[config.mk]
export PLATFORM = sky130hd
export DESIGN_NAME = ffha_cell
export DESIGN_NICKNAME = d
export VERILOG_FILES = /design/src/rtl/core/ffha_pkg.sv /design/src/rtl/core/ffha_cell.sv
export SDC_FILE = /design/constraint.sdc
export NUM_CORES = 1
export LEC_CHECK = 0
export BUFFER_PORTS_ARGS = -buffer_cell sky130_fd_sc_hd__buf_2
export CAP_MARGIN = 20
export CORE_MARGIN = 8
export CORE_UTILIZATION = 55
export CTS_BUF_LIST = sky130_fd_sc_hd__clkbuf_8
export DETAILED_ROUTE_END_ITERATION = 16
export PLACE_DENSITY_LB_ADDON = 0.12
export SYNTH_ARGS = -nofsm -noshare
export SYNTH_HDL_FRONTEND = slang
export SYNTH_SLANG_ARGS = --single-unit
[constraint.sdc]
create_clock -name clock -period 6.8 [get_ports clock]
set_input_delay 1.36 -clock clock [delete_from_list [all_inputs] [get_ports clock]]
set_output_delay 1.36 -clock clock [all_outputs]
set_load 0.05 [all_outputs]
[src/rtl/core/ffha_pkg.sv]
// Shared constants and types of the first-fit heap allocator.
// Used by ffha_cell and first_fit_heap_allocator_unit; no dependencies.
`default_nettype none

package ffha_pkg;

   // fixed field widths of the ports
   localparam int REQ_W      = 20;
   localparam int ADDR_W     = 20;
   localparam int STAT_W     = 3;
   localparam int MAXREQ_W   = 20;
   localparam int LIMIT_W    = 21;
   localparam int CSR_IDX_W  = 1;
   localparam int CSR_DATA_W = 21;

   // parameter defaults
   localparam int DEF_MAX_BLOCKS      = 64;
   localparam int DEF_ARENA_ADDR_BITS = 20;
   localparam int DEF_HEADER_BYTES    = 32;
   localparam int DEF_ALIGN_BYTES     = 16;

   // smallest payload a split-off remainder must keep
   localparam int MIN_TAIL_BYTES = 16;

   // round-up by reciprocal: q < 2^21, align <= 64
   localparam int RND_Q_W    = REQ_W + 1;
   localparam int RND_SHIFT  = RND_Q_W + 7;
   localparam int RND_MUL_W  = 27;
   localparam int RND_PROD_W = RND_Q_W + RND_MUL_W;
   localparam int RND_QUO_W  = RND_PROD_W - RND_SHIFT;
   localparam int RND_NEED_W = RND_QUO_W + 7;

   // register reset values
   localparam logic [MAXREQ_W-1:0] MAXREQ_RESET = MAXREQ_W'(65536);
   localparam logic [LIMIT_W-1:0]  LIMIT_RESET  = LIMIT_W'(1048576);

   // commands
   localparam logic CMD_ALLOC   = 1'b0;
   localparam logic CMD_RELEASE = 1'b1;

   // register indexes
   localparam logic [CSR_IDX_W-1:0] CSR_MAX_REQ     = 1'b0;
   localparam logic [CSR_IDX_W-1:0] CSR_ARENA_LIMIT = 1'b1;

   // response status codes
   localparam logic [STAT_W-1:0] ST_ALLOCATED = 3'd0;
   localparam logic [STAT_W-1:0] ST_REJECTED  = 3'd1;
   localparam logic [STAT_W-1:0] ST_NO_MEMORY = 3'd2;
   localparam logic [STAT_W-1:0] ST_RELEASED  = 3'd3;
   localparam logic [STAT_W-1:0] ST_UNKNOWN   = 3'd4;

   // operations broadcast to the cell row
   typedef logic [2:0] op_type;
   localparam op_type OP_NONE   = 3'd0;  // hold
   localparam op_type OP_START  = 3'd1;  // clear target/after marks
   localparam op_type OP_TAKE   = 3'd2;  // target becomes used
   localparam op_type OP_SPLIT  = 3'd3;  // target used, remainder inserted after it
   localparam op_type OP_APPEND = 3'd4;  // first empty cell gets a new block
   localparam op_type OP_MARK   = 3'd5;  // target becomes free
   localparam op_type OP_MRGN   = 3'd6;  // target absorbs its right neighbor
   localparam op_type OP_MRGP   = 3'd7;  // left neighbor absorbs the target

endpackage

`default_nettype wire

[src/rtl/core/ffha_cell.sv]
// One cell of the block row: holds one block descriptor in address order.
// Processes the walking request packet and neighbor shifts; uses ffha_pkg.
`default_nettype none

module ffha_cell #(
   parameter int SIZE_BITS = 21,
   parameter int HDR_BYTES = 32
) (
   input  wire logic                  clock,
   input  wire logic                  reset,
   // broadcast operation and keys
   input  wire ffha_pkg::op_type      op_code,
   input  wire logic [SIZE_BITS-1:0]  op_need,
   input  wire logic [SIZE_BITS-1:0]  op_rem,
   input  wire logic                  key_release,
   input  wire logic [SIZE_BITS-1:0]  key_addr,
   // neighbors
   input  wire logic                  left_valid,
   input  wire logic                  left_free,
   input  wire logic [SIZE_BITS-1:0]  left_size,
   input  wire logic                  left_tgt,
   input  wire logic                  right_valid,
   input  wire logic                  right_free,
   input  wire logic [SIZE_BITS-1:0]  right_size,
   input  wire logic                  right_tgt,
   output logic                       cell_valid,
   output logic                       cell_free,
   output logic [SIZE_BITS-1:0]       cell_size,
   output logic                       cell_tgt,
   // request packet from the left
   input  wire logic                  pin_vld,
   input  wire logic                  pin_hit,
   input  wire logic [SIZE_BITS-1:0]  pin_run,
   input  wire logic [SIZE_BITS-1:0]  pin_toff,
   input  wire logic [SIZE_BITS-1:0]  pin_tsize,
   input  wire logic                  pin_pf,
   input  wire logic                  pin_nf,
   input  wire logic                  pin_nseen,
   input  wire logic                  pin_lf,
   // request packet to the right
   output logic                       pout_vld,
   output logic                       pout_hit,
   output logic [SIZE_BITS-1:0]       pout_run,
   output logic [SIZE_BITS-1:0]       pout_toff,
   output logic [SIZE_BITS-1:0]       pout_tsize,
   output logic                       pout_pf,
   output logic                       pout_nf,
   output logic                       pout_nseen,
   output logic                       pout_lf
);

   import ffha_pkg::*;

   localparam logic [SIZE_BITS-1:0] HDR = SIZE_BITS'(HDR_BYTES);

   logic                 valid_ff, valid_in;
   logic                 free_ff, free_in;
   logic [SIZE_BITS-1:0] size_ff, size_in;
   logic                 tgt_ff, tgt_in;
   logic                 aft_ff, aft_in;

   logic                 pk_vld_ff;
   logic                 pk_hit_ff;
   logic [SIZE_BITS-1:0] pk_run_ff;
   logic [SIZE_BITS-1:0] pk_toff_ff;
   logic [SIZE_BITS-1:0] pk_tsize_ff;
   logic                 pk_pf_ff;
   logic                 pk_nf_ff;
   logic                 pk_nseen_ff;
   logic                 pk_lf_ff;

   logic                 match;
   logic                 now_hit;
   logic                 first_after;
   logic [SIZE_BITS-1:0] payload_off;

   // block lookup against the packet's running offset
   assign payload_off = pk_run_ff + HDR;
   assign match       = valid_ff && (key_release ? (payload_off == key_addr)
                                                 : (free_ff && (size_ff >= op_need)));
   assign now_hit     = pk_vld_ff && !pk_hit_ff && match;
   assign first_after = pk_hit_ff && !pk_nseen_ff;

   // outgoing packet
   assign pout_vld   = pk_vld_ff;
   assign pout_hit   = pk_hit_ff || now_hit;
   assign pout_run   = valid_ff ? (payload_off + size_ff) : pk_run_ff;
   assign pout_toff  = now_hit ? pk_run_ff : pk_toff_ff;
   assign pout_tsize = now_hit ? size_ff : pk_tsize_ff;
   assign pout_pf    = now_hit ? pk_lf_ff : pk_pf_ff;
   assign pout_nf    = first_after ? (valid_ff && free_ff) : pk_nf_ff;
   assign pout_nseen = pk_nseen_ff || pk_hit_ff;
   assign pout_lf    = valid_ff && free_ff;

   assign cell_valid = valid_ff;
   assign cell_free  = free_ff;
   assign cell_size  = size_ff;
   assign cell_tgt   = tgt_ff;

   // target / after marks
   always_comb begin
      tgt_in = tgt_ff;
      aft_in = aft_ff;
      if (op_code == OP_START) begin
         tgt_in = 1'b0;
         aft_in = 1'b0;
      end else if (pk_vld_ff) begin
         if (now_hit) tgt_in = 1'b1;
         if (pk_hit_ff) aft_in = 1'b1;
      end
   end

   // descriptor update
   always_comb begin
      valid_in = valid_ff;
      free_in  = free_ff;
      size_in  = size_ff;
      case (op_code)
         OP_TAKE: begin
            if (tgt_ff) free_in = 1'b0;
         end
         OP_SPLIT: begin
            if (tgt_ff) begin
               size_in = op_need;
               free_in = 1'b0;
            end else if (aft_ff) begin
               if (left_tgt) begin
                  valid_in = 1'b1;
                  free_in  = 1'b1;
                  size_in  = op_rem;
               end else begin
                  valid_in = left_valid;
                  free_in  = left_free;
                  size_in  = left_size;
               end
            end
         end
         OP_APPEND: begin
            if (!valid_ff && left_valid) begin
               valid_in = 1'b1;
               free_in  = 1'b0;
               size_in  = op_need;
            end
         end
         OP_MARK: begin
            if (tgt_ff) free_in = 1'b1;
         end
         OP_MRGN: begin
            if (tgt_ff) begin
               size_in = size_ff + HDR + right_size;
            end else if (aft_ff) begin
               valid_in = right_valid;
               free_in  = right_free;
               size_in  = right_size;
            end
         end
         OP_MRGP: begin
            if (right_tgt) begin
               size_in = size_ff + HDR + right_size;
            end else if (tgt_ff || aft_ff) begin
               valid_in = right_valid;
               free_in  = right_free;
               size_in  = right_size;
            end
         end
         default: begin
         end
      endcase
   end

   // control state
   always_ff @(posedge clock) begin
      if (reset) begin
         valid_ff  <= 1'b0;
         tgt_ff    <= 1'b0;
         aft_ff    <= 1'b0;
         pk_vld_ff <= 1'b0;
      end else begin
         valid_ff  <= valid_in;
         tgt_ff    <= tgt_in;
         aft_ff    <= aft_in;
         pk_vld_ff <= pin_vld;
      end
   end

   // payload
   always_ff @(posedge clock) begin
      free_ff     <= free_in;
      size_ff     <= size_in;
      pk_hit_ff   <= pin_hit;
      pk_run_ff   <= pin_run;
      pk_toff_ff  <= pin_toff;
      pk_tsize_ff <= pin_tsize;
      pk_pf_ff    <= pin_pf;
      pk_nf_ff    <= pin_nf;
      pk_nseen_ff <= pin_nseen;
      pk_lf_ff    <= pin_lf;
   end

endmodule

`default_nettype wire
==> results_dict.tcl <==
set metrics [dict create \
    io_pins 279 \
    maxSlewHeadroom_pct 32.73 \
    synth_top_flop_cell "sky130_fd_sc_hd__dfxtp_1" \
    cellLeakagePower_nw 4.283 \
    cts-resized-gates 0 \
    grt_pass1_wl_mm 36.58 \
    cts-htree-levels 3 \
    utilization_pct 68.53 \
    pre_cts_ws_ps 1430 \
    crit_path_end_kind "primary output" \
    finalCriticalPeriod_ps 5387 \
    number_of_buffers_added_to_fix_hold_violations_after_cts 0 \
    syn_inst 793 \
    ys_warn_count 0 \
    whs_path_depth 2 \
    dp_hpwl_mm 19.06 \
    worstPathMaxFanout 29 \
    maxSlewViolCount 0 \
    power.ir.vdd_worst_mv 0.1444 \
    port_buffer_count 278 \
    postSynthNetCount 1062 \
    post-synth-top-area-cell "sky130_fd_sc_hd__dfxtp_1" \
    whs_endpoint "aft_ff" \
    regToRegEndpoint "cell_size[15]" \
    stdcell_area_um2 9004 \
    instances_no_fill 1237 \
    reg2reg_slack_ps 3510 \
    final_layout_size_suffix_gt1_share_pct 35.53 \
    number_of_global_route_vias_before_repair 7213 \
    finalWorstSetupSlack_ps 1413 \
    synth_seq_cells 94 \
    wl_per_cell_um 19.01 \
    setup_tns_ps 0 \
    global_routing_usage_summed_across_all_routing_layers_pct 26.06 \
    worst_r2r_startpoint "cell_size[1]" \
    dr.first_iter.drc_count 535 \
    pwr-share-clk_pct 21.7 \
    power.net_switching_uw 692.4 \
    cts-root-to-sink-buffers 2 \
    initial_antenna_violation_count 0 \
    area.sequential_um2 2102 \
    ctsRootBufferMaster "sky130_fd_sc_hd__clkbuf_8" \
    total_power_mw 1.700 \
    area_growth_pct 22.95 \
    cap_viol_max_count 0 \
    global_route.overflow_total 0 \
    clock_tree_from_tritoncts "done" \
    holdCritPathClass "flip-flop to flip-flop" \
    min_from "aft_ff" \
    synth-edff-count 22 \
    num-nets-final 1325 \
    finalSetupViolCount 0 \
    route.detailed.vias_per_inst 5.795 \
    num_rows 42 \
    postCtsSetupRepairBufs 0 \
    max_freq_mhz 185.6 \
    critPathKind "input port to primary output" \
    crit_required_ps 5440 \
    rsz_0062_raised_after_global_routing "no" \
    status "finished, final reports clean" \
    yosys-top-cells-area "sky130_fd_sc_hd__dfxtp_1 (20%), sky130_fd_sc_hd__ha_1 (14%), sky130_fd_sc_hd__mux2_2 (9.8%), sky130_fd_sc_hd__edfxtp_1 (9.0%), sky130_fd_sc_hd__xnor2_1 (4.4%)" \
    clock_skew_ps 16.48 \
    die_h_um 131.4 \
    slew_worst_pin_ps 1009 \
    synth.distinct_cells 66 \
    core_area_um2 13140 \
    detailroute.via_count 7169 \
    largest_net_degree_at_the_start_of_global_routing 30 \
    insertion_delay_ps 380 \
    antennaDiodeCount 0 \
    fp.dieW_um 131.4 \
    dpl-instance-area_um2 8822 \
    combinationalPowerShare_pct 40.4 \
    hold_viol 0 \
    cts_inserted_buffers 9 \
    layout_commonest_cell "sky130_fd_sc_hd__buf_2" \
    cts.clk_slew.worst_paths_ps 110 \
    drc 0 \
    synth-seq-area-share_pct 28.70 \
    finalHoldWorstSlack_ps 564.0 \
    p_int_mw 1.007 \
    final_cell_mix "sky130_fd_sc_hd__buf_2 (278), sky130_fd_sc_hd__ha_1 (81), sky130_fd_sc_hd__dfxtp_1 (72), sky130_fd_sc_hd__mux2_2 (64), sky130_fd_sc_hd__o21ai_0 (49)" \
    cts_num_sinks 94 \
    effective_utilization_at_floorplan_pct 55.74 \
    totalWireLength_mm 23.51 \
    die_area_um2 17260 \
    asyncSetResetFlopFracSynth_pct 0 \
    syn-mean-instance-area_um2 9.235 \
    gp_weighted_congestion 0.9094 \
    p_sw_share_pct 40.73 \
    postRouteAntennaNets 0 \
    crit_path_start_kind "input port" \
    multi_input_comb_area_um2 4921 \
    arrival_ps 4030 \
    worst-r2r-cell-count 10 \
    numPlacedInstances 1221 \
    first_pass_iters 6 \
    mappedNetlistArea_um2 7323 \
    synth_top_cell_area_share_pct 19.68 \
    p_seq_share_pct 37.9 \
    num-fill-cells 1151 \
    power-per-cell-area_nw_per_um2 188.8 \
    final_min_period_over_clock_period_pct 79.23 \
]
-- how the worst max path moves through the flow --
stage	start	end	slack, ps	depth (start not counted)
floorplan	key_addr[7]	pout_tsize[18]	1800	7
global placement	op_need[18]	pout_tsize[12]	1490	12
detailed placement	op_need[14]	pout_tsize[18]	1430	12
CTS	op_need[14]	pout_tsize[18]	1400	12
global route	op_need[14]	pout_tsize[18]	1250	12
finish	op_need[14]	pout_tsize[18]	1410	12
-- final cells by class --
type / instances / share of cell area (%)
clock inverters: 7 / 0.6392
well taps: 176 / 2.446
flip-flops and latches: 94 / 23.35
clock buffers: 9 / 1.376
multi-input cells: 627 / 54.66
inverters: 42 / 1.751
repair buffers: 282 / 15.79
-- sequential cells by signal, summed over array words and instances, names as in the netlist, 21 cells and up --
signal and count:
cell_size 21, pk_run_ff 21, pk_toff_ff 21, pk_tsize_ff 21
-- logic make-up after synthesis --
kind of cell / Yosys count / synth area share (%)
AOI/OAI and AO/OA: 205 / 19.51
and+or+nand+nor: 191 / 13.00
DFF: 94 / 28.70
adders and majority gates: 83 / 14.39
muxes: 82 / 12.32
buffers and inverters: 72 / 4.186
xor gates and xnor gates: 66 / 7.893
-- power by group through the flow --
stage	clock network, mW	logic [mW]	registers, mW
5_1_grt	0.395	0.745	0.649
2_1_floorplan	0	0.472	0.673
3_5_place_dp	0	0.680	0.658
4_1_cts	0.378	0.683	0.645
6_report	0.369	0.686	0.645
3_3_place_gp	0	0.670	0.658
-- layer usage --
layer	vias up	share of wire (%)	GRT usage [%]
met3	39	9.6	7.546
met4	0	2.4	9.126
met5	-	0	0
met2	359	47	44.43
met1	3270	41	30.59
li1	3501	-	-
-- critical path, stage by stage --
cell and delay [ps]:
sky130_fd_sc_hd__buf_2 110, sky130_fd_sc_hd__inv_1 50, sky130_fd_sc_hd__ha_1 300, sky130_fd_sc_hd__a21o_1 160
sky130_fd_sc_hd__a21o_1 170, sky130_fd_sc_hd__a211oi_1 200, sky130_fd_sc_hd__o21ai_0 150, sky130_fd_sc_hd__o21ai_0 480
sky130_fd_sc_hd__o41ai_4 170, sky130_fd_sc_hd__buf_4 280, sky130_fd_sc_hd__mux2_1 350, sky130_fd_sc_hd__buf_2 210
-- Yosys cell counts (4+ instances only) --
master / n
sky130_fd_sc_hd__buf_2: 4
sky130_fd_sc_hd__xnor2_1: 37
sky130_fd_sc_hd__o21a_1: 4
sky130_fd_sc_hd__a21oi_1: 31
sky130_fd_sc_hd__a211oi_1: 11
sky130_fd_sc_hd__a21o_1: 24
sky130_fd_sc_hd__o21ai_0: 49
sky130_fd_sc_hd__mux2_2: 64
sky130_fd_sc_hd__o211ai_1: 14
sky130_fd_sc_hd__o31ai_1: 4
sky130_fd_sc_hd__ha_1: 81
sky130_fd_sc_hd__inv_1: 42
sky130_fd_sc_hd__o21bai_1: 7
sky130_fd_sc_hd__a22oi_1: 4
sky130_fd_sc_hd__nand4_1: 10
sky130_fd_sc_hd__dfxtp_1: 72
sky130_fd_sc_hd__buf_6: 4
sky130_fd_sc_hd__a222oi_1: 16
sky130_fd_sc_hd__o2111ai_1: 6
sky130_fd_sc_hd__clkbuf_1: 19
sky130_fd_sc_hd__mux2i_1: 17
sky130_fd_sc_hd__nand2_1: 46
sky130_fd_sc_hd__and3_1: 4
sky130_fd_sc_hd__nor3_1: 18
sky130_fd_sc_hd__or2_2: 5
sky130_fd_sc_hd__nor2b_1: 7
sky130_fd_sc_hd__a31oi_1: 7
sky130_fd_sc_hd__nand3_1: 26
sky130_fd_sc_hd__xor2_1: 29
sky130_fd_sc_hd__nand3b_1: 5
sky130_fd_sc_hd__nor2_1: 43
sky130_fd_sc_hd__edfxtp_1: 22
sky130_fd_sc_hd__nand2b_1: 7
Power figures use the tool's default switching activity.
